**src/hw/rtl/bpe_pkg.sv**
```systemverilog
// Shared constants, result codes and controller/datapath interface types of the byte pair expander.
`default_nettype none

package bpe_pkg;

  // Defaults for the top-level parameters.
  localparam int STACK_DEPTH_DEF = 60;
  localparam int HEADER_SKIP_DEF = 64;

  // At most this many results come from one data word.
  localparam int MAX_RESULTS = 64;
  localparam int RES_CNT_W   = $clog2(MAX_RESULTS + 1);

  // Pair table size, indexed by a full byte.
  localparam int TABLE_SIZE = 256;

  // Result status codes.
  localparam logic [1:0] ST_DATA      = 2'd0;
  localparam logic [1:0] ST_TABLE_ERR = 2'd1;
  localparam logic [1:0] ST_STACK_ERR = 2'd2;

  // Source of a loaded result.
  typedef enum logic [1:0] {
    OSEL_CUR,
    OSEL_HELD,
    OSEL_TABLE_ERR,
    OSEL_STACK_ERR
  } out_sel_t;

  // Commands from the controller to the datapath.
  typedef struct packed {
    logic     skip_inc;
    logic     clear_pairs;
    logic     ctrl_load;
    logic     left_wr;
    logic     right_wr;
    logic     fin_entry;
    logic     cnt_hi;
    logic     cnt_lo;
    logic     data_dec;
    logic     exp_start;
    logic     exp_push;
    logic     exp_pop;
    logic     hold;
    logic     out_load;
    out_sel_t out_sel;
    logic     out_last;
  } bpe_cmd_t;

  // Status from the datapath to the controller.
  typedef struct packed {
    logic hdr_done;
    logic ctrl_end;
    logic ctrl_over;
    logic left_pair;
    logic tpos_last;
    logic run_last;
    logic cnt_zero;
    logic data_last;
    logic cur_pair;
    logic no_room;
    logic sp_zero;
    logic res_near_full;
    logic res_full;
    logic out_free;
  } bpe_stat_t;

endpackage

`default_nettype wire

```
**src/hw/rtl/bpe_ctrl.sv**
```systemverilog
// Controller state machine of the byte pair expander.
`default_nettype none

module bpe_ctrl (
  input  logic                clk,
  input  logic                rst,
  input  logic                in_valid,
  output logic                in_ready,
  input  bpe_pkg::bpe_stat_t  stat,
  output bpe_pkg::bpe_cmd_t   cmd
);
  import bpe_pkg::*;

  typedef enum logic [3:0] {
    S_HEADER,
    S_CTRL,
    S_LEFT,
    S_RIGHT,
    S_CNT_HI,
    S_CNT_LO,
    S_DATA,
    S_FETCH,
    S_EVAL,
    S_FLUSH,
    S_HALT
  } state_t;

  state_t state;
  state_t state_next;
  state_t fin_state;
  state_t ctrl_state;
  logic   idle;
  logic   accept;

  assign idle = (state == S_HEADER) || (state == S_CTRL) || (state == S_LEFT) ||
                (state == S_RIGHT) || (state == S_CNT_HI) || (state == S_CNT_LO) ||
                (state == S_DATA) || (state == S_HALT);
  assign in_ready = idle && stat.out_free;
  assign accept   = in_valid && in_ready;

  // Where the table goes once an entry is complete, and after a control word.
  assign fin_state  = stat.tpos_last ? (stat.run_last ? S_CNT_HI : S_HALT)
                                     : (stat.run_last ? S_CTRL : S_LEFT);
  assign ctrl_state = stat.ctrl_over ? S_HALT : (stat.ctrl_end ? S_CNT_HI : S_LEFT);

  always_comb begin
    cmd        = '0;
    state_next = state;
    unique case (state)
      S_HEADER, S_CTRL: begin
        if (accept) begin
          if ((state == S_HEADER) && !stat.hdr_done) begin
            cmd.skip_inc = 1'b1;
          end else begin
            cmd.clear_pairs = (state == S_HEADER);
            cmd.ctrl_load   = 1'b1;
            cmd.out_load    = stat.ctrl_over;
            cmd.out_sel     = OSEL_TABLE_ERR;
            cmd.out_last    = 1'b1;
            state_next      = ctrl_state;
          end
        end
      end
      S_LEFT: begin
        if (accept) begin
          cmd.left_wr = 1'b1;
          if (stat.left_pair) begin
            state_next = S_RIGHT;
          end else begin
            cmd.fin_entry = 1'b1;
            cmd.out_load  = stat.tpos_last && !stat.run_last;
            cmd.out_sel   = OSEL_TABLE_ERR;
            cmd.out_last  = 1'b1;
            state_next    = fin_state;
          end
        end
      end
      S_RIGHT: begin
        if (accept) begin
          cmd.right_wr  = 1'b1;
          cmd.fin_entry = 1'b1;
          cmd.out_load  = stat.tpos_last && !stat.run_last;
          cmd.out_sel   = OSEL_TABLE_ERR;
          cmd.out_last  = 1'b1;
          state_next    = fin_state;
        end
      end
      S_CNT_HI: begin
        if (accept) begin
          cmd.cnt_hi = 1'b1;
          state_next = S_CNT_LO;
        end
      end
      S_CNT_LO: begin
        if (accept) begin
          cmd.cnt_lo = 1'b1;
          if (stat.cnt_zero) begin
            cmd.clear_pairs = 1'b1;
            state_next      = S_CTRL;
          end else begin
            state_next = S_DATA;
          end
        end
      end
      S_DATA: begin
        if (accept) begin
          cmd.exp_start = 1'b1;
          state_next    = S_FETCH;
        end
      end
      S_FETCH: begin
        state_next = S_EVAL;
      end
      S_EVAL: begin
        priority if (stat.cur_pair && !stat.no_room) begin
          cmd.exp_push = 1'b1;
          state_next   = S_FETCH;
        end else if (stat.cur_pair) begin
          // Stack full: a held data word goes out before the error.
          if (stat.out_free) begin
            cmd.out_load = 1'b1;
            if (stat.res_full) begin
              cmd.out_sel  = OSEL_HELD;
              cmd.out_last = 1'b0;
              state_next   = S_FLUSH;
            end else begin
              cmd.out_sel  = OSEL_STACK_ERR;
              cmd.out_last = 1'b1;
              state_next   = S_HALT;
            end
          end
        end else if (stat.res_full) begin
          // One plain byte too many: the error takes the held word's place.
          if (stat.out_free) begin
            cmd.out_load = 1'b1;
            cmd.out_sel  = OSEL_STACK_ERR;
            cmd.out_last = 1'b1;
            state_next   = S_HALT;
          end
        end else if (stat.sp_zero) begin
          if (stat.out_free) begin
            cmd.out_load = 1'b1;
            cmd.out_sel  = OSEL_CUR;
            cmd.out_last = 1'b1;
            cmd.data_dec = 1'b1;
            if (stat.data_last) begin
              cmd.clear_pairs = 1'b1;
              state_next      = S_CTRL;
            end else begin
              state_next = S_DATA;
            end
          end
        end else if (stat.res_near_full) begin
          cmd.hold    = 1'b1;
          cmd.exp_pop = 1'b1;
          state_next  = S_FETCH;
        end else begin
          if (stat.out_free) begin
            cmd.out_load = 1'b1;
            cmd.out_sel  = OSEL_CUR;
            cmd.out_last = 1'b0;
            cmd.exp_pop  = 1'b1;
            state_next   = S_FETCH;
          end
        end
      end
      S_FLUSH: begin
        if (stat.out_free) begin
          cmd.out_load = 1'b1;
          cmd.out_sel  = OSEL_STACK_ERR;
          cmd.out_last = 1'b1;
          state_next   = S_HALT;
        end
      end
      S_HALT: begin
        state_next = S_HALT;
      end
      default: begin
        state_next = S_HALT;
      end
    endcase
  end

  always_ff @(posedge clk) begin
    if (rst) begin
      state <= S_HEADER;
    end else begin
      state <= state_next;
    end
  end

endmodule

`default_nettype wire

```
**config.mk**
```make
export PLATFORM = sky130hd
export DESIGN_NAME = bpe_ctrl
export DESIGN_NICKNAME = d
export VERILOG_FILES = /design/src/hw/rtl/bpe_pkg.sv /design/src/hw/rtl/bpe_ctrl.sv
export SDC_FILE = /design/constraint.sdc
export NUM_CORES = 1
export LEC_CHECK = 0
export ABC_CLOCK_PERIOD_IN_PS = 2180
export CAP_MARGIN = 30
export CELL_PAD_IN_SITES_DETAIL_PLACEMENT = 1
export CELL_PAD_IN_SITES_GLOBAL_PLACEMENT = 2
export CORE_UTILIZATION = 31
export CTS_CLUSTER_SIZE = 14
export DETAILED_ROUTE_END_ITERATION = 16
export DONT_BUFFER_PORTS = 1
export GPL_TIMING_DRIVEN = 0
export HOLD_SLACK_MARGIN = 0.15
export PLACE_DENSITY_LB_ADDON = 0.1
export SLEW_MARGIN = 20
export SYNTH_ARGS = -nofsm -noshare
export SYNTH_HDL_FRONTEND = slang
export SYNTH_SLANG_ARGS = --single-unit
```
**constraint.sdc**
```tcl
create_clock -name clk -period 2.18 [get_ports clk]
set_input_delay 0.109 -clock clk [delete_from_list [all_inputs] [get_ports clk]]
set_output_delay 0.109 -clock clk [all_outputs]
set_load 0.005 [all_outputs]
```
Yosys cells after proc, flatten, opt, wreduce, memory -nomap -nowiden
Cells that the tools add are included.
{"block": "totals", "ff_bits": 4, "in_bits": 17, "output_inout_bits": 18, "word_cells": 118}
{"block": "classes", "n_eq_ne": 20, "mux": 79, "n_reduce_logical": 18}
{"operator": "$mux 4", "count": 33}
{"operator": "$pmux 4 s9", "count": 1}
{"operator": "$mux 1", "count": 28}
{"operator": "$pmux 4 s5", "count": 1}
{"operator": "$mux 3", "count": 6}
{"operator": "$eq 4x3->1 const B", "count": 4}
{"operator": "$mux 2", "count": 7}
{"operator": "$ne 2x2->1 const B", "count": 7}
{"operator": "$eq 4x4->1 const B", "count": 3}
{"operator": "$ne 5x5->1 const B", "count": 2}
{"operator": "$reduce_and 10->1", "count": 1}
{"operator": "$eq 4x2->1 const B", "count": 2}
{"operator": "$logic_or 1x1->1", "count": 7}
{"operator": "$mux 6", "count": 1}
{"operator": "$logic_and 1x1->1", "count": 5}
{"operator": "$eq 4x1->1 const B", "count": 1}
{"operator": "$logic_not 4->1", "count": 1}
{"operator": "$ne 4x4->1 const B", "count": 1}
{"operator": "$logic_not 1->1", "count": 3}
{"operator": "$pmux 1 s3", "count": 1}
{"operator": "$pmux 1 s2", "count": 1}
{"operator": "$reduce_or 2->1", "count": 1}

Depth between registers and ports, before layout
Gate-level depths: netlist (run 1).
{"block": "logic_depth", "depth_word": 12, "depth_mapped": 7, "mapped_depth_nobuf": 5}

Worst setup path after synthesis (run 1)
No wires, ideal clock.
{"block": "synth_timing", "kind": "flip-flop to flip-flop", "start": "reg state[1]", "end": "reg state[3]", "setup_ns": 0.079, "arrival_time_ns": 1.612, "required_time_ns": 2.101, "slack_ns": 0.489, "path_stages_with_launch": 7, "synth_period_minus_slack_ns": 1.691, "path_cell_list": "dfxtp_1 buf_6 or4_4 a2bb2oi_2 o31a_4 a21o_1 a211oi_2"}
{"block": "synth_between", "elab_chain_len": 12, "elab_cells_between_ends": 34, "cone_classes": "eq/ne: 20; mux: 1; reduce/logical: 13"}
{"item": "start: declaration", "line_no": "bpe_ctrl.sv:28", "rtl": "state_t state;"}
{"item": "start signal: assignment", "line_no": "bpe_ctrl.sv:188", "rtl": "state <= state_next;"}
{"item": "$eq 4x1->1 or $logic_not 4->1 (tied branches)", "line_no": "bpe_ctrl.sv:35, bpe_ctrl.sv:49, bpe_ctrl.sv:52"}
{"item": "$logic_or 1x1->1 (3 in a row)", "line_no": "bpe_ctrl.sv:35", "rtl": "assign idle = (state == S_HEADER) || (state == S_CTRL) || (state == S_LEFT) ||"}
{"item": "$logic_or 1x1->1 (3 in a row)", "line_no": "bpe_ctrl.sv:36", "rtl": "(state == S_RIGHT) || (state == S_CNT_HI) || (state == S_CNT_LO) ||"}
{"item": "$logic_or 1x1->1", "line_no": "bpe_ctrl.sv:37", "rtl": "(state == S_DATA) || (state == S_HALT);"}
{"item": "$logic_and 1x1->1", "line_no": "bpe_ctrl.sv:38", "rtl": "assign in_ready = idle && stat.out_free;"}
{"item": "$logic_and 1x1->1", "line_no": "bpe_ctrl.sv:39", "rtl": "assign accept = in_valid && in_ready;"}
{"item": "$ne 2x2->1 (no source line)"}
{"item": "$reduce_and 10->1 (no source line)"}
Parallel ways exist; a longest one is shown, timed or not.
A chain may end at the register's enable or synchronous reset.

==> metrics.cfg, run 1 <==
[power]
vdd_drop_max_mv = 0.449
power_density_nw_per_um2 = 395
power_leakage_uw = 0.000332
total_power_uw = 362

[timing]
grt_setup_unrepaired = yes
fmax_mhz = 484
maxSlewViolCount = 0
finalHoldViolCount = 0
fin_skew_ns = 0.00434
setup_viol_count_final = 0
holdWs_ns = 0.175
max_slew_margin_pct = 67.8
period_share_pct = 94.7
fin_crit_ns = 2.07
worstMarginPinSlew_ns = 0.483

[finish]
largest_reg_flops = 4
syn_to_final_growth_pct = 10.1
diodes = 0
nNetsFinal = 150
drive_gt1_share_pct = 13.0
fin_util_pct = 36.7
regMostFlops = state
nFillCells = 342
stdcell_count = 161
top_regs = state (4)

[detailed_routing]
totalWireLength_mm = 2.80
drt-initial-drc-count = 13
antenna_left = 0
route.detailed.drc = 0
num_vias = 941
drt_pass1_iterations = 4
viasPerCell = 5.84
wl_per_cell_um = 17.4

[yosys]
ys_types = 43
synth_async_sr_flop_share_pct = 0
syn-instance-count = 126
synth_top_flop_cell = dfxtp_1
synth.most_common_cell = nor2_1
synth-seq-cells = 4
synthTopCellsByArea = dfxtp_1 (9.6%), nor2_1 (7.7%), a21oi_1 (6.6%), nand2b_1 (4.5%), nor2b_1 (4.5%)
yosysTopAreaCellShare_pct = 9.61
syn_area_um2 = 833
ys_warn_count = 0
yosys.area.top_type = dfxtp_1
synth_edf_count = 0
seq_area_frac_synth_pct = 9.61
synthTopCellsByCount = nor2_1 (17), a21oi_1 (11), clkbuf_1 (8)
syn_avg_cell_area_um2 = 6.61
mappedNetlistNets = 143

[global_routing]
grt_max_degree = 11
grtUsageMet2_pct = 35.0
grtUsageMet3_pct = 3.67
overflow = 0
grt_use_met1_pct = 30.8
grt_util_all_layers_pct = 22.0
grt_pass1_wl_mm = 4.49
grt_pass1_vias = 929
antenna_found_initial = 0
grt-busiest-layer = met2

[critical_path]
cp_max_fo = 10
criticalPathCategory = reg2out
critPathLaunchType = flip-flop
end_kind = primary output
crit_arrival_ns = 1.96
cp.required_ns = 2.07
r2r_slack_ns = 0.30

[floorplan]
initial_core_util_pct = 33.3
core_um2 = 2500
die_y_um = 53.8
die_x_um = 53.8
io_pins = 35
die_area_um2 = 2900
row_count = 18

[clock_tree]
cts_num_sinks = 4
numCtsBuffers = 3
cts_root_buffer = clkbuf_4
clk_latency_ns = 0.24
cts_tree = yes
htreeDepth = 1
cts.path.max_buffers = 2
clk_pin_slew_ns = 0.04

[min_path]
hold_path_class = in2reg

[placement]
io_buffers = 0
dp.cells = 156
dp_hpwl_mm = 2.23
place_congestion = 0.795

[run_status]
status = complete, no violations

[job]
cap_violations = 0

## timing repair
| action | 4_1_cts | 5_1_grt |
|---|---|---|
| setup endpoints to repair | 0 | 10 |
| setup buffers | 0 | 0 |
| resized for setup | 0 | 6 |
| hold endpoints to repair | 4 | 0 |
| hold buffers | 2 | 0 |
## report_power, final
part | internal (uW) | leakage (uW) | switching [uW]
clock network | 61.7 | 0.0000138 | 33.2
logic | 77.7 | 0.000285 | 101
registers | 78.9 | 0.0000326 | 9.02
total | 218 | 0.000332 | 144
## per-stage QoR
stage	worst slack [ns]	area, um^2	setup TNS [ns]
6_report	0.115	917	0
5_1_grt	-0.0655	917	-0.121
4_1_cts	0.0290	913	0
3_5_place_dp	0.165	871	0
3_3_place_gp	0.208	871	0
2_1_floorplan	0.489	833	0
## final cells by class
cell class	count	area [um^2]	share of cell area [%]
multi-input combinational	106	686	74.8
sequential	4	80.1	8.73
buffer	9	45.0	4.91
tap	30	37.5	4.09
inverter	7	26.3	2.86
clock buffer	3	22.5	2.46
timing repair buffer	2	20.0	2.18
## placed cells by master, fill, tap and decap left out, types with 4 or more instances in the layout
| cell type | Yosys | final |
|---|---|---|
| nor2_1 | 17 | 17 |
| a21oi_1 | 11 | 11 |
| nor3_1 | 7 | 7 |
| o21ai_0 | 7 | 7 |
| nor2b_1 | 6 | 6 |
| o21ai_1 | 6 | 6 |
| inv_1 | 6 | 6 |
| nand2b_1 | 6 | 6 |
| clkbuf_1 | 8 | 5 |
| nand2_1 | 5 | 5 |
| and2_1 | 4 | 4 |
| dfxtp_1 | 4 | 4 |
## metal layers
layer / vias to the layer above / share of wire, %
met5: - / 0
met4: 0 / 0.57
met3: 3 / 3.9
met2: 19 / 46
met1: 442 / 49
li1: 477 / -
## worst paths after layout
| check | startpoint | end | cells past startpoint |
|---|---|---|---|
| max | state[1]$_SDFFE_PP0P_ | cmd[10] | 6 |
| min | stat[13] | state[3]$_SDFFE_PP0P_ | 3 |
| max reg2reg | state[1]$_SDFFE_PP0P_ | state[1]$_SDFFE_PP0P_ | 6 |
| min reg2reg | state[1]$_SDFFE_PP0P_ | state[3]$_SDFFE_PP0P_ | 5 |
## cell families after synthesis
| group | share of synthesized area [%] |
|---|---|
| compound gates | 39.5 |
| flops | 9.61 |
| buf+inv | 8.11 |
| xor+xnor | 1.05 |
| mux | 1.20 |
| simple gates | 40.5 |
## worst max-delay path, stage by stage (launching register included)
cell and delay, ns:
dfxtp_1 0.38, buf_6 0.16, nand2b_1 0.06, a21oi_1 0.19, o211ai_1 0.24, or3_1 0.44
nor3b_1 0.25
(Power assumes the default switching activity.)
==> inputs of run 2 (changes only) <==
--- a/config.mk
+++ b/config.mk
@@ -15,7 +15,7 @@
 export DONT_BUFFER_PORTS = 1
 export GPL_TIMING_DRIVEN = 0
 export HOLD_SLACK_MARGIN = 0.15
-export PLACE_DENSITY_LB_ADDON = 0.1
+export PLACE_DENSITY_LB_ADDON = 0.08
 export SLEW_MARGIN = 20
 export SYNTH_ARGS = -nofsm -noshare
 export SYNTH_HDL_FRONTEND = slang
==> metrics.cfg, run 2 (synthesized netlist as in run 1, its figures left out) <==
[power]
vdd_drop_max_mv = 0.279
power_density_nw_per_um2 = 389
total_power_uw = 360
power_leakage_uw = 0.000335

[floorplan]
die_x_um = 53.8
io_pins = 35
die_y_um = 53.8
die_area_um2 = 2900
row_count = 18
initial_core_util_pct = 33.3
core_um2 = 2500

[placement]
place_area_um2 = 871
dp_hpwl_mm = 2.27
io_buffers = 0
place_congestion = 0.825

[detailed_routing]
wl_per_cell_um = 18.0
drt-initial-drc-count = 18
totalWireLength_mm = 2.89
antenna_left = 0
viasPerCell = 6.06
drt_pass1_iterations = 6
num_vias = 975
route.detailed.drc = 0

[finish]
drive_gt1_share_pct = 15.3
nFillCells = 329
largest_reg_flops = 4
diodes = 0
syn_to_final_growth_pct = 11.0
top_regs = state (4)
mostFrequentLayoutCell = nor2_1
nNetsFinal = 150
layout_common_cells = nor2_1 (17), a21oi_1 (11), nor3_1 (7), o21ai_0 (7)
regMostFlops = state
design_area_um2 = 925

[clock_tree]
clk_pin_slew_ns = 0.04
cts_root_buffer = clkbuf_4
htreeDepth = 1
cts_tree = yes
cts_num_sinks = 4
numCtsBuffers = 3
clk_latency_ns = 0.23
cts.path.max_buffers = 2

[timing]
holdWs_ns = 0.184
fin_skew_ns = 0.00327
period_share_pct = 92.3
grt_setup_unrepaired = no
worstMarginPinSlew_ns = 0.470
setup_viol_count_final = 0
fmax_mhz = 497
finalHoldViolCount = 0
setup_tns_ns = 0
fin_crit_ns = 2.01
maxSlewViolCount = 0
max_slew_margin_pct = 68.7

[global_routing]
overflow = 0
grt_util_all_layers_pct = 21.4
antenna_found_initial = 0
grt_pass1_wl_mm = 4.36
grt_max_degree = 11
grt_pass1_vias = 919

[critical_path]
cp.required_ns = 2.07
critPathLaunch = state[0]$_SDFFE_PP0P_
end_kind = primary output
slowest_delay_ns = 0.43
crit_path_end = cmd[14]
rr_worst_depth = 6
criticalPathCategory = reg2out
cp_slowest_cell = or3_4
crit_arrival_ns = 1.90
rr_startpoint = state[1]$_SDFFE_PP0P_
crit_chain = clkbuf_2 > a21oi_1 > o211ai_1 > or3_4 > nor3_1
critPathLaunchType = flip-flop
reg2reg_to = state[1]$_SDFFE_PP0P_
r2r_slack_ns = 0.30
cp_max_fo = 10

[min_path]
hold_path_class = in2reg
min_delay_path_depth = 2

[job]
cap_violations = 0

[run_status]
status = complete, no violations

## run 2: changes by cell type in the layout (fill, tap and decap cells not counted), sizes merged
cell	change
buf	+1
dlygate4sd3	-1
## run 2: worst max-delay path: cells and delay by family (launching register included)
kind            cells  cell delay [ns]
compound gates      2             0.45
buf+inv             1             0.22
flops               1             0.35
simple gates        2             0.66
## run 2: worst min-delay path by stage
stage                   from  slack [ns]               endpoint
floorplan                rst        0.18  state[1]$_SDFFE_PP0P_
global placement         rst        0.18  state[2]$_SDFFE_PP0P_
detailed placement       rst        0.19  state[3]$_SDFFE_PP0P_
CTS                 stat[11]        0.18  state[3]$_SDFFE_PP0P_
global route        stat[11]        0.17  state[3]$_SDFFE_PP0P_
finish              stat[11]        0.18  state[3]$_SDFFE_PP0P_
## run 2: where the power goes
group	internal (uW)	total (uW)	switching (uW)	leakage, uW
clock	61.3	88.3	26.9	0.0000138
combinational	79.1	184	105	0.000289
sequential	78.9	87.5	8.54	0.0000326
## run 2: area by class of cell
cell class / count / area (um^2) / share of cell area, %
Inverter: 7 / 26.3 / 2.84
Tap cell: 30 / 37.5 / 4.06
Multi-Input combinational cell: 106 / 696 / 75.2
Sequential cell: 4 / 80.1 / 8.66
Timing Repair Buffer: 2 / 17.5 / 1.89
Clock buffer: 3 / 22.5 / 2.44
Buffer: 9 / 45.0 / 4.87
## run 2: through the flow
step	cells	utilization, %	setup slack (ns)
floorplan	126	-	0.489
CTS	160	36.2	0.0540
global route	161	37.0	0.0105
finish	161	37.0	0.168
detailed placement	156	34.8	0.171
global placement	156	34.8	0.181
## run 2: timing repair
action                                  in CTS  in global routing
resized for setup                            1                  6
pin swaps                                    0                  1
endpoints found under the hold margin        4                  0
hold buffers                                 1                  0
setup buffers                                0                  1
endpoints found under the setup margin       2                  8
## run 2: per-layer routing
layer	up-vias	global-route usage [%]	share of wire (%)
met4	0	9.21	2.2
met2	23	34.0	48
li1	482	-	-
met1	462	28.1	46
met3	8	3.39	3.6
met5	-	0	0
